## config.mk

```make
export PLATFORM = sky130hd
export DESIGN_NAME = priority_resource_grant_scheduler_core
export DESIGN_NICKNAME = d
export VERILOG_FILES = /design/src/rtl/prgs_pkg.sv /design/src/rtl/prgs_ram.sv /design/src/rtl/priority_resource_grant_scheduler_core.sv
export VERILOG_INCLUDE_DIRS = /design/src /design/src/rtl
export SDC_FILE = /design/constraint.sdc
export NUM_CORES = 2
export LEC_CHECK = 0
export ABC_CLOCK_PERIOD_IN_PS = 13550
export BUFFER_PORTS_ARGS = -buffer_cell sky130_fd_sc_hd__buf_2
export CORE_MARGIN = 3
export CORE_UTILIZATION = 55
export CTS_BUF_LIST = sky130_fd_sc_hd__clkbuf_4 sky130_fd_sc_hd__clkbuf_8 sky130_fd_sc_hd__clkbuf_16
export CTS_CLUSTER_DIAMETER = 100
export DETAILED_ROUTE_END_ITERATION = 7
export PLACE_DENSITY = 0.81
export SLEW_MARGIN = 10
export SYNTH_ARGS = -nofsm -noshare
export SYNTH_HDL_FRONTEND = slang
export SYNTH_MEMORY_MAX_BITS = 65536
export SYNTH_SLANG_ARGS = --single-unit
```

## constraint.sdc

```tcl
create_clock -name aclk -period 13.55 [get_ports aclk]
set_input_delay 0.6775 -clock aclk [delete_from_list [all_inputs] [get_ports aclk]]
set_output_delay 0.6775 -clock aclk [all_outputs]
set_load 0.05 [all_outputs]
```

## src/rtl/priority_resource_grant_scheduler_core_defines.svh

```systemverilog
// Assertion macros for the grant scheduler
`ifndef PRIORITY_RESOURCE_GRANT_SCHEDULER_CORE_DEFINES_SVH
`define PRIORITY_RESOURCE_GRANT_SCHEDULER_CORE_DEFINES_SVH
// implication checked on every rising clock edge outside reset
`define PRGS_ASSERT_IMP(label, clk, rstn, ante, cons) \
    label: assert property (@(posedge clk) disable iff (!rstn) (ante) |-> (cons)) \
        else $error("assertion failed");
// next-cycle implication
`define PRGS_ASSERT_NEXT(label, clk, rstn, ante, cons) \
    label: assert property (@(posedge clk) disable iff (!rstn) (ante) |=> (cons)) \
        else $error("assertion failed");
`endif

```

## src/rtl/prgs_pkg.sv

```systemverilog
// Package: sizes, codes, queue slot type and FSM states of the grant scheduler
package prgs_pkg;
    localparam int MAX_GPUS    = 4;
    localparam int QUEUE_DEPTH = 16;
    localparam int UW = $clog2(MAX_GPUS);
    localparam int SW = $clog2(QUEUE_DEPTH);
    localparam int NQ = MAX_GPUS + 2;          // unit queues, any queue, bus queue
    localparam int QW = $clog2(NQ);
    localparam int RAMD = NQ * QUEUE_DEPTH;
    localparam int RAMA = $clog2(RAMD);
    localparam logic [QW-1:0] Q_ANY = QW'(MAX_GPUS);
    localparam logic [QW-1:0] Q_BUS = QW'(MAX_GPUS + 1);

    localparam logic [1:0] K_GREQ = 2'd0;
    localparam logic [1:0] K_BREQ = 2'd1;
    localparam logic [1:0] K_GFIN = 2'd2;
    localparam logic [1:0] K_BFIN = 2'd3;

    localparam logic [2:0] ST_OK     = 3'd0;
    localparam logic [2:0] ST_QUEUED = 3'd1;
    localparam logic [2:0] ST_IDLED  = 3'd2;
    localparam logic [2:0] ST_FULL   = 3'd3;
    localparam logic [2:0] ST_BADIDX = 3'd4;

    typedef struct packed {
        logic [15:0] client;
        logic [7:0]  prio;
        logic [7:0]  count;
        logic [15:0] stamp;
    } slot_t;
    localparam int SLOTW = $bits(slot_t);

    typedef enum logic [2:0] {
        S_IDLE, S_SCAN, S_SCAN2, S_DECIDE, S_WRITE, S_OUT
    } state_t;
endpackage

```

## src/rtl/prgs_ram.sv

```systemverilog
// Generic single-port-write, registered-read RAM
module prgs_ram #(
    parameter int WIDTH = 8,
    parameter int DEPTH = 16
) (
    input  logic                     aclk,
    input  logic                     we,
    input  logic [$clog2(DEPTH)-1:0] waddr,
    input  logic [WIDTH-1:0]         wdata,
    input  logic [$clog2(DEPTH)-1:0] raddr,
    output logic [WIDTH-1:0]         rdata
);
    logic [WIDTH-1:0] mem [DEPTH];
    always_ff @(posedge aclk) begin
        if (we) mem[waddr] <= wdata;
        rdata <= mem[raddr];
    end
endmodule

```

## src/rtl/priority_resource_grant_scheduler_core.sv

```systemverilog
// Top level of the priority resource grant scheduler
//
// channel | dir | handshake          | payload
// s_      | in  | s_tvalid/s_tready  | s_tuser kind, s_tdata request/finish item
// m_      | out | m_tvalid/m_tready  | m_tuser bus flag, m_tdata grant result item
// cfg     | in  | cfg_we             | cfg_wdata gpus_in_use
//
// One item at a time. A request goes from acceptance through S_DECIDE to the result
// item, through S_WRITE as well when a queue write follows. A queue scan reads the
// QUEUE_DEPTH slots through the one RAM read port, one per cycle, plus the registered
// read and a close. Bus finish: one scan; unit finish: two scans, unit then any queue.
// Valid bits are flip-flops cleared by reset; RAM contents need no clear.
// s_tready is low from acceptance until the cycle after the result item is taken.
// m_tvalid holds with stable data while m_tready is low.
`include "priority_resource_grant_scheduler_core_defines.svh"
module priority_resource_grant_scheduler_core
    import prgs_pkg::*;
(
    input  logic        aclk,
    input  logic        aresetn,
    input  logic        cfg_we,
    input  logic [2:0]  cfg_wdata,
    input  logic        s_tvalid,
    output logic        s_tready,
    // kind[1:0]
    input  logic [1:0]  s_tuser,
    // any_gpu[0] gpu_index[2:1] client_id[18:3] priority_req[26:19]
    // grant_count[34:27], zero fill to 40
    input  logic [39:0] s_tdata,
    output logic        m_tvalid,
    input  logic        m_tready,
    // grant_is_bus[0]
    output logic        m_tuser,
    // grant[0] grant_client[16:1] grant_unit[18:17] reply_any[19]
    // reply_priority[27:20] status[30:28], zero fill to 32
    output logic [31:0] m_tdata
);
    state_t state_reg, state_next;
    logic [2:0] cfg_reg;
    logic [MAX_GPUS-1:0] gpu_busy_reg, gpu_busy_next;
    logic bus_busy_reg, bus_busy_next;
    logic [QUEUE_DEPTH-1:0] valid_reg [NQ];
    logic [15:0] stamp_reg, stamp_next;

    logic [1:0]  kind_reg;
    logic        any_reg;
    logic [1:0]  idx_reg;
    logic [15:0] client_reg;
    logic [7:0]  prio_reg, count_reg;
    // bit 32 is the bus flag for m_tuser
    logic [32:0] out_reg, out_next;

    // bus state as seen at acceptance, for the rest-of-count push
    logic bus_busy_reg_q;

    // scan engine
    logic [QW-1:0] sq_reg, sq_next;           // queue being scanned
    logic [SW:0]   sc_reg, sc_next;           // read address counter
    logic          rv_reg;                    // RAM data valid for slot rs_reg
    logic [SW-1:0] rs_reg;
    logic          bf_reg, bf_next;           // best found in current queue
    logic [SW-1:0] bi_reg, bi_next;
    slot_t         bs_reg, bs_next;
    logic [15:0]   ba_reg, ba_next;
    // first-queue result held for unit finish
    logic          uf_reg, uf_next;
    logic [SW-1:0] ui_reg, ui_next;
    slot_t         us_reg, us_next;

    // RAM
    logic          we;
    logic [RAMA-1:0] waddr, raddr;
    slot_t         wdata, rdata;
    logic [SLOTW-1:0] rdata_raw;
    prgs_ram #(.WIDTH(SLOTW), .DEPTH(RAMD)) u_ram (
        .aclk(aclk), .we(we), .waddr(waddr), .wdata(wdata),
        .raddr(raddr), .rdata(rdata_raw)
    );
    assign rdata = slot_t'(rdata_raw);

    // effective unit count
    logic [UW:0] n_eff;
    assign n_eff = (cfg_reg > 3'(MAX_GPUS)) ? (UW+1)'(MAX_GPUS) : (UW+1)'(cfg_reg);

    assign s_tready = (state_reg == S_IDLE);
    assign m_tvalid = (state_reg == S_OUT);
    assign m_tdata  = out_reg[31:0];
    assign m_tuser  = out_reg[32];

    // lowest idle unit below n_eff
    logic          free_found;
    logic [UW-1:0] free_unit;
    always_comb begin
        free_found = 1'b0;
        free_unit  = '0;
        for (int i = MAX_GPUS - 1; i >= 0; i--) begin
            if ((UW+1)'(i) < n_eff && !gpu_busy_reg[i]) begin
                free_found = 1'b1;
                free_unit  = UW'(i);
            end
        end
    end

    // first free slot of a queue (priority encoder over valid bits)
    function automatic logic [SW:0] first_free(input logic [QUEUE_DEPTH-1:0] v);
        logic [SW:0] r;
        r = {1'b1, {SW{1'b0}}};
        for (int i = QUEUE_DEPTH - 1; i >= 0; i--)
            if (!v[i]) r = {1'b0, SW'(i)};
        return r;
    endfunction

    logic [QW-1:0] req_q;   // queue a request goes to
    always_comb begin
        if (kind_reg == K_BREQ)      req_q = Q_BUS;
        else if (any_reg)            req_q = Q_ANY;
        else                         req_q = QW'(idx_reg);
    end
    logic [SW:0] ff;
    assign ff = first_free(valid_reg[req_q]);

    logic [15:0] age;
    assign age = stamp_reg - rdata.stamp;
    logic idx_bad;
    assign idx_bad = ({1'b0, idx_reg} >= n_eff);

    // valid-bit updates from the sequencer
    logic          vset, vclr;
    logic [QW-1:0] vq;
    logic [SW-1:0] vs;

    always_comb begin
        state_next    = state_reg;
        gpu_busy_next = gpu_busy_reg;
        bus_busy_next = bus_busy_reg;
        stamp_next    = stamp_reg;
        out_next      = out_reg;
        sq_next = sq_reg; sc_next = sc_reg;
        bf_next = bf_reg; bi_next = bi_reg; bs_next = bs_reg; ba_next = ba_reg;
        uf_next = uf_reg; ui_next = ui_reg; us_next = us_reg;
        we = 1'b0; waddr = '0; wdata = '0;
        raddr = RAMA'({sq_reg, sc_reg[SW-1:0]});
        vset = 1'b0; vclr = 1'b0; vq = '0; vs = '0;
        case (state_reg)
            S_IDLE: begin
                if (s_tvalid) begin
                    state_next = S_DECIDE;
                    sc_next = '0; bf_next = 1'b0; uf_next = 1'b0;
                    if (s_tuser == K_GFIN) begin
                        sq_next = QW'(s_tdata[2:1]);
                        state_next = S_SCAN;
                    end else if (s_tuser == K_BFIN) begin
                        sq_next = Q_BUS;
                        state_next = S_SCAN2;
                    end
                end
            end
            S_SCAN, S_SCAN2: begin
                if (!sc_reg[SW]) sc_next = sc_reg + 1'b1;
                if (rv_reg && valid_reg[sq_reg][rs_reg]) begin
                    if (!bf_reg || rdata.prio > bs_reg.prio ||
                        (rdata.prio == bs_reg.prio && age > ba_reg)) begin
                        bf_next = 1'b1; bi_next = rs_reg;
                        bs_next = rdata; ba_next = age;
                    end
                end
                if (sc_reg[SW] && !rv_reg) begin
                    if (state_reg == S_SCAN) begin
                        uf_next = bf_next; ui_next = bi_next; us_next = bs_next;
                        bf_next = 1'b0; sc_next = '0; sq_next = Q_ANY;
                        state_next = S_SCAN2;
                    end else begin
                        state_next = S_DECIDE;
                    end
                end
            end
            S_DECIDE: begin
                out_next = '0;
                out_next[27:20] = prio_reg;
                state_next = S_OUT;
                case (kind_reg)
                    K_GREQ: begin
                        if (any_reg && free_found) begin
                            gpu_busy_next[free_unit] = 1'b1;
                            out_next[0] = 1'b1; out_next[16:1] = client_reg;
                            out_next[18:17] = 2'(free_unit); out_next[19] = 1'b1;
                        end else if (!any_reg && idx_bad) begin
                            out_next[30:28] = ST_BADIDX;
                        end else if (!any_reg && !gpu_busy_reg[UW'(idx_reg)]) begin
                            gpu_busy_next[UW'(idx_reg)] = 1'b1;
                            out_next[0] = 1'b1; out_next[16:1] = client_reg;
                            out_next[18:17] = idx_reg;
                        end else begin
                            out_next[30:28] = ff[SW] ? ST_FULL : ST_QUEUED;
                            state_next = S_WRITE;
                        end
                    end
                    K_BREQ: begin
                        if (bus_busy_reg) begin
                            out_next[30:28] = ff[SW] ? ST_FULL : ST_QUEUED;
                            state_next = S_WRITE;
                        end else begin
                            bus_busy_next = 1'b1;
                            out_next[0] = 1'b1; out_next[16:1] = client_reg;
                            out_next[32] = 1'b1;
                            if (count_reg > 8'd1) begin
                                out_next[30:28] = ff[SW] ? ST_FULL : ST_OK;
                                state_next = S_WRITE;
                            end
                        end
                    end
                    K_GFIN: begin
                        if (idx_bad) begin
                            out_next[30:28] = ST_BADIDX;
                        end else if (!uf_reg && !bf_reg) begin
                            gpu_busy_next[UW'(idx_reg)] = 1'b0;
                            out_next[30:28] = ST_IDLED;
                        end else begin
                            gpu_busy_next[UW'(idx_reg)] = 1'b1;
                            out_next[0] = 1'b1; out_next[18:17] = idx_reg;
                            state_next = S_WRITE;
                            if (uf_reg && (!bf_reg || us_reg.prio > bs_reg.prio)) begin
                                out_next[16:1] = us_reg.client;
                                sq_next = QW'(idx_reg);
                                bi_next = ui_reg; bs_next = us_reg;
                            end else begin
                                out_next[16:1] = bs_reg.client;
                                out_next[19] = 1'b1;
                                sq_next = Q_ANY;
                            end
                        end
                    end
                    default: begin
                        if (!bf_reg) begin
                            bus_busy_next = 1'b0;
                            out_next[30:28] = ST_IDLED;
                        end else begin
                            bus_busy_next = 1'b1;
                            out_next[0] = 1'b1; out_next[16:1] = bs_reg.client;
                            out_next[32] = 1'b1;
                            state_next = S_WRITE;
                        end
                    end
                endcase
            end
            S_WRITE: begin
                state_next = S_OUT;
                if (kind_reg == K_GREQ || kind_reg == K_BREQ) begin
                    if (!ff[SW]) begin
                        we = 1'b1; waddr = RAMA'({req_q, ff[SW-1:0]});
                        wdata.client = client_reg; wdata.prio = prio_reg;
                        wdata.count = (kind_reg == K_BREQ && !bus_busy_reg_q) ?
                                      count_reg - 8'd1 : count_reg;
                        wdata.stamp = stamp_reg;
                        stamp_next = stamp_reg + 16'd1;
                        vset = 1'b1; vq = req_q; vs = ff[SW-1:0];
                    end
                end else begin
                    vq = sq_reg; vs = bi_reg;
                    if (bs_reg.count > 8'd1) begin
                        we = 1'b1; waddr = RAMA'({sq_reg, bi_reg});
                        wdata = bs_reg;
                        wdata.count = bs_reg.count - 8'd1;
                        wdata.stamp = stamp_reg;
                        stamp_next = stamp_reg + 16'd1;
                    end else begin
                        vclr = 1'b1;
                    end
                end
            end
            S_OUT: begin
                if (m_tready) state_next = S_IDLE;
            end
            default: state_next = S_IDLE;
        endcase
    end

    always_ff @(posedge aclk) begin
        if (!aresetn) begin
            state_reg    <= S_IDLE;
            cfg_reg      <= 3'd2;
            gpu_busy_reg <= '0;
            bus_busy_reg <= 1'b0;
            stamp_reg    <= '0;
            rv_reg       <= 1'b0;
            for (int q = 0; q < NQ; q++) valid_reg[q] <= '0;
        end else begin
            state_reg    <= state_next;
            if (cfg_we) cfg_reg <= cfg_wdata;
            gpu_busy_reg <= gpu_busy_next;
            bus_busy_reg <= bus_busy_next;
            stamp_reg    <= stamp_next;
            rv_reg       <= (state_reg == S_SCAN || state_reg == S_SCAN2) && !sc_reg[SW];
            if (vset) valid_reg[vq][vs] <= 1'b1;
            if (vclr) valid_reg[vq][vs] <= 1'b0;
        end
    end

    always_ff @(posedge aclk) begin
        if (s_tvalid && s_tready) begin
            kind_reg   <= s_tuser;
            any_reg    <= s_tdata[0];
            idx_reg    <= s_tdata[2:1];
            client_reg <= s_tdata[18:3];
            prio_reg   <= s_tdata[26:19];
            count_reg  <= s_tdata[34:27];
        end
        if (state_reg == S_DECIDE) bus_busy_reg_q <= bus_busy_reg;
        rs_reg  <= sc_reg[SW-1:0];
        out_reg <= out_next;
        sq_reg <= sq_next; sc_reg <= sc_next;
        bf_reg <= bf_next; bi_reg <= bi_next; bs_reg <= bs_next; ba_reg <= ba_next;
        uf_reg <= uf_next; ui_reg <= ui_next; us_reg <= us_next;
    end

    `PRGS_ASSERT_IMP(a_busy_out, aclk, aresetn, m_tvalid, !s_tready)
    `PRGS_ASSERT_IMP(a_grant_st, aclk, aresetn, m_tvalid && m_tdata[0],
        m_tdata[30:28] == ST_OK || m_tdata[30:28] == ST_FULL)
    `PRGS_ASSERT_NEXT(a_accept_busy, aclk, aresetn, s_tvalid && s_tready, !s_tready)
    `PRGS_ASSERT_IMP(a_bus_unit0, aclk, aresetn, m_tvalid && m_tuser,
        m_tdata[18:17] == 2'd0 && m_tdata[19] == 1'b0)
endmodule
```

==> impl_metrics.json <==
{
  "status": "complete, but fails checks",
  "violations": "DRC, capacitance limit, slew limit",
  "grt_pass1_wl_um": 830000,
  "comb_power_share": 0.247,
  "ant_nets": 0,
  "final_nets": 8958,
  "hold_violations": 0,
  "clk_path_buf_depth": 4,
  "routedWlPerCell_um": 42.8,
  "drc_errors": 1,
  "ff2ff_path_depth": 10,
  "ys_types": 78,
  "swShare": 0.293,
  "syn_to_final_growth_pct": 12.3,
  "hold_depth": 2,
  "fmax_ghz": 0.116,
  "post-route-util": 0.622,
  "fp.dieW_um": 600,
  "drtIter0Drc": 19200,
  "synth_async_sr_flop_share": 0,
  "reg2reg_from": "kind_reg[0]",
  "place_ws_ns": 5.75,
  "gp_congestion": 0.921,
  "yosys.area.top_type_share": 0.758,
  "finalSetupTns_ns": 0,
  "syn-instance-count": 8469,
  "hpwlAfterDp_um": 282000,
  "path_clk_slew_ns": 0.07,
  "ys_ff_latch": 4987,
  "fin_crit_sh": 0.638,
  "p_sw_mw": 12.2,
  "worst_hold_slack_ns": 0.220,
  "p_leak_nw": 64.1,
  "synth-edff-count": 4904,
  "p_total_mw": 41.4,
  "netlist_area_um2": 194000,
  "period_minus_slack_ns": 8.64,
  "crit_path_top_delay_cell": "nor3_1",
  "slowest_delay_ns": 1.22,
  "overflow": 0,
  "rrSetupSlack_ns": 4.91,
  "synth_area_leaders": "edfxtp_1, mux4_2, dfxtp_1",
  "cell_internal_pwr_mw": 29.3,
  "skew_ns": 0.0843,
  "numClockSinks": 4987,
  "antenna_found_initial": 35,
  "p_per_area_nw_per_um2": 190,
  "final-max-slew-violation-count": 4,
  "vias": 104000,
  "grt_usage": 0.330,
  "peakVddDrop_v": 0.000198,
  "slew_headroom": -0.0652,
  "path_class": "register to register",
  "crit_family": "simple AND/OR/NAND/NOR gates",
  "ys.flop_type": "edfxtp_1",
  "register_area_um2": 149000,
  "critPathArrivalTime_ns": 9.28,
  "p_seq_frac": 0.424,
  "grt_start_max_net_pins": 163,
  "cts_tree": "built",
  "crit_path_start_kind": "register",
  "yosys.area.top_type": "edfxtp_1",
  "io_pins": 85,
  "post_cts_buffers": 0,
  "required_ns": 14.19,
  "htreeDepth": 5,
  "crit_top_cell": "nor3_1",
  "worst_pin_slew_ns": 1.59,
  "drive_gt1_frac": 0.316,
  "cts-buffers-inserted": 459,
  "crit_buf_inv": 1,
  "r2r-end": "u_ram.mem[12][39]",
  "syn_nets": 8575,
  "core_um2": 351000,
  "clock_latency_ns": 1.03,
  "num_rows": 217,
  "largest_reg_flops": 4608,
  "root_buffer": "clkbuf_16",
  "worstPathCellList": "nor2b_4 -> or3_1 -> o221ai_1 -> or4b_1 -> nor3_1 -> a31oi_1 -> nor3_1 -> nand2_1 -> nor2_4 -> buf_4",
  "port_buffers": 78,
  "cp-end-kind": "register",
  "setup_violations": 0,
  "rsz0062_at_grt": "no",
  "avgSynthCellArea_um2": 22.9,
  "initial_utilization": 0.554,
  "grt_pass1_vias": 104000,
  "maxCapViolCount": 1,
  "hp-class": "input port to register",
  "wirelength_um": 598000,
  "multi_input_area_um2": 44300,
  "dieHeight_um": 600,
  "setup_ws_ns": 4.91,
  "dr.pass1.iters": 8,
  "viasPerCell": 7.44,
  "crit_fanout": 29,
  "yosysWarnings": 0,
  "hp-start": "aresetn",
  "clkPwrFrac": 0.329,
  "hold-path-endpoint": "valid_reg[2][12]",
  "yosysSeqAreaShare": 0.767,
  "dieArea_um2": 360000,
  "final.fill_count": 21300
}
## power by group through the flow
stage | Combinational [mW] | Sequential (mW) | Clock (mW)
CTS | 10.1 | 17.6 | 13.7
finish | 10.2 | 17.6 | 13.6
detailed placement | 9.65 | 17.9 | 0
global placement | 9.38 | 17.9 | 0
floorplan | 6.74 | 17.8 | 0
global route | 10.5 | 17.6 | 14.2
## worst max-delay path by stage
stage / startpoint / end / slack [ns] / cells after the start
floorplan: kind_reg[0] / u_ram.mem[0][17] / 7.71 / 12
global placement: kind_reg[1] / u_ram.mem[38][29] / 5.74 / 12
detailed placement: kind_reg[0] / u_ram.mem[15][31] / 5.75 / 10
CTS: kind_reg[0] / u_ram.mem[12][19] / 5.61 / 10
global route: kind_reg[0] / u_ram.mem[12][19] / 5.09 / 10
finish: kind_reg[0] / u_ram.mem[12][39] / 4.91 / 10
## cells in the final DEF (no fill, tap or decap), types with 15 or more instances in the layout
master            n
bufinv_16        51
o21ai_0         143
ha_1             55
nand4_1          15
inv_1            85
a21oi_1         130
buf_12           15
xor2_1           18
clkbuf_16       464
nor2b_1          18
nor2_4          131
nand3_1          55
o211ai_1         15
clkinvlp_4       28
and2_2           15
diode_2          18
buf_2            78
clkinv_2         84
dfxtp_1          81
mux4_2         1531
clkbuf_4         80
mux2_2           78
dlygate4sd3_1    44
xnor2_1          24
nand3b_1         15
clkbuf_8         18
nand2_1          79
a22oi_1          52
mux2i_1          58
buf_4           253
clkinv_1         80
edfxtp_1       4904
nor3_1           76
nand2b_1         16
nor2_1          214
## per-layer routing
layer | share of wire | wire length, um | global-route usage | vias up
met1 | 0.30 | 182000 | 0.405 | 53300
met3 | 0.13 | 80100 | 0.0886 | 2626
met2 | 0.48 | 288000 | 0.527 | 11000
li1 | - | - | - | 36900
met4 | 0.079 | 47500 | 0.208 | 16
met5 | 0.00017 | 103 | 0 | -
## per-stage QoR
stage                     area, um2  instances
after CTS                    218000      13900
after global placement       202000      13100
final                        218000      14000
after detailed placement     202000      13100
after floorplan              194000       8469
after global routing         218000      13900
## worst reg2reg max path, stage by stage (launching register included)
cell,delay (ns)
edfxtp_1,0.73
nor2b_4,0.57
or3_1,0.67
o221ai_1,0.35
or4b_1,0.75
nor3_1,0.47
a31oi_1,0.45
nor3_1,1.23
nand2_1,0.87
nor2_4,1.23
buf_4,0.89
## kinds of logic after synthesis
group / after synthesis / share of synthesized area
xor gates and xnor gates: 42 / 0.00189
DFF: 4987 / 0.767
other: 1 / 0.0000193
muxes: 1667 / 0.185
AOI/OAI and AO/OA: 456 / 0.0146
and+or+nand+nor: 705 / 0.0171
buffers and inverters: 555 / 0.0111
adders and majority gates: 56 / 0.00365
## synth_stat cells (20+ instances only)
| master | number |
|---|---|
| a21oi_1 | 131 |
| a22oi_1 | 52 |
| and2_1 | 20 |
| buf_1 | 101 |
| clkbuf_1 | 343 |
| dfxtp_1 | 83 |
| edfxtp_1 | 4904 |
| ha_1 | 55 |
| inv_1 | 86 |
| mux2_2 | 78 |
| mux2i_1 | 58 |
| mux4_2 | 1531 |
| nand2_1 | 80 |
| nand3_1 | 56 |
| nor2_1 | 344 |
| nor3_1 | 80 |
| o21ai_0 | 145 |
| xnor2_1 | 24 |
## layout make-up
| cell class | instances | share of cell area |
|---|---|---|
| Multi-Input combinational cell | 2927 | 0.203 |
| Tap cell | 4708 | 0.0270 |
| Inverter | 86 | 0.00148 |
| Antenna cell | 18 | 0.000207 |
| Clock inverter | 282 | 0.0141 |
| Sequential cell | 4987 | 0.683 |
| Clock buffer | 562 | 0.0571 |
| Timing Repair Buffer | 391 | 0.0140 |
## timing repair
| action | CTS | global route |
|---|---|---|
| resized for setup | 0 | 0 |
| hold endpoints to repair | 41 | 0 |
| hold buffers | 44 | 0 |
Power figures use the tool's default switching activity.
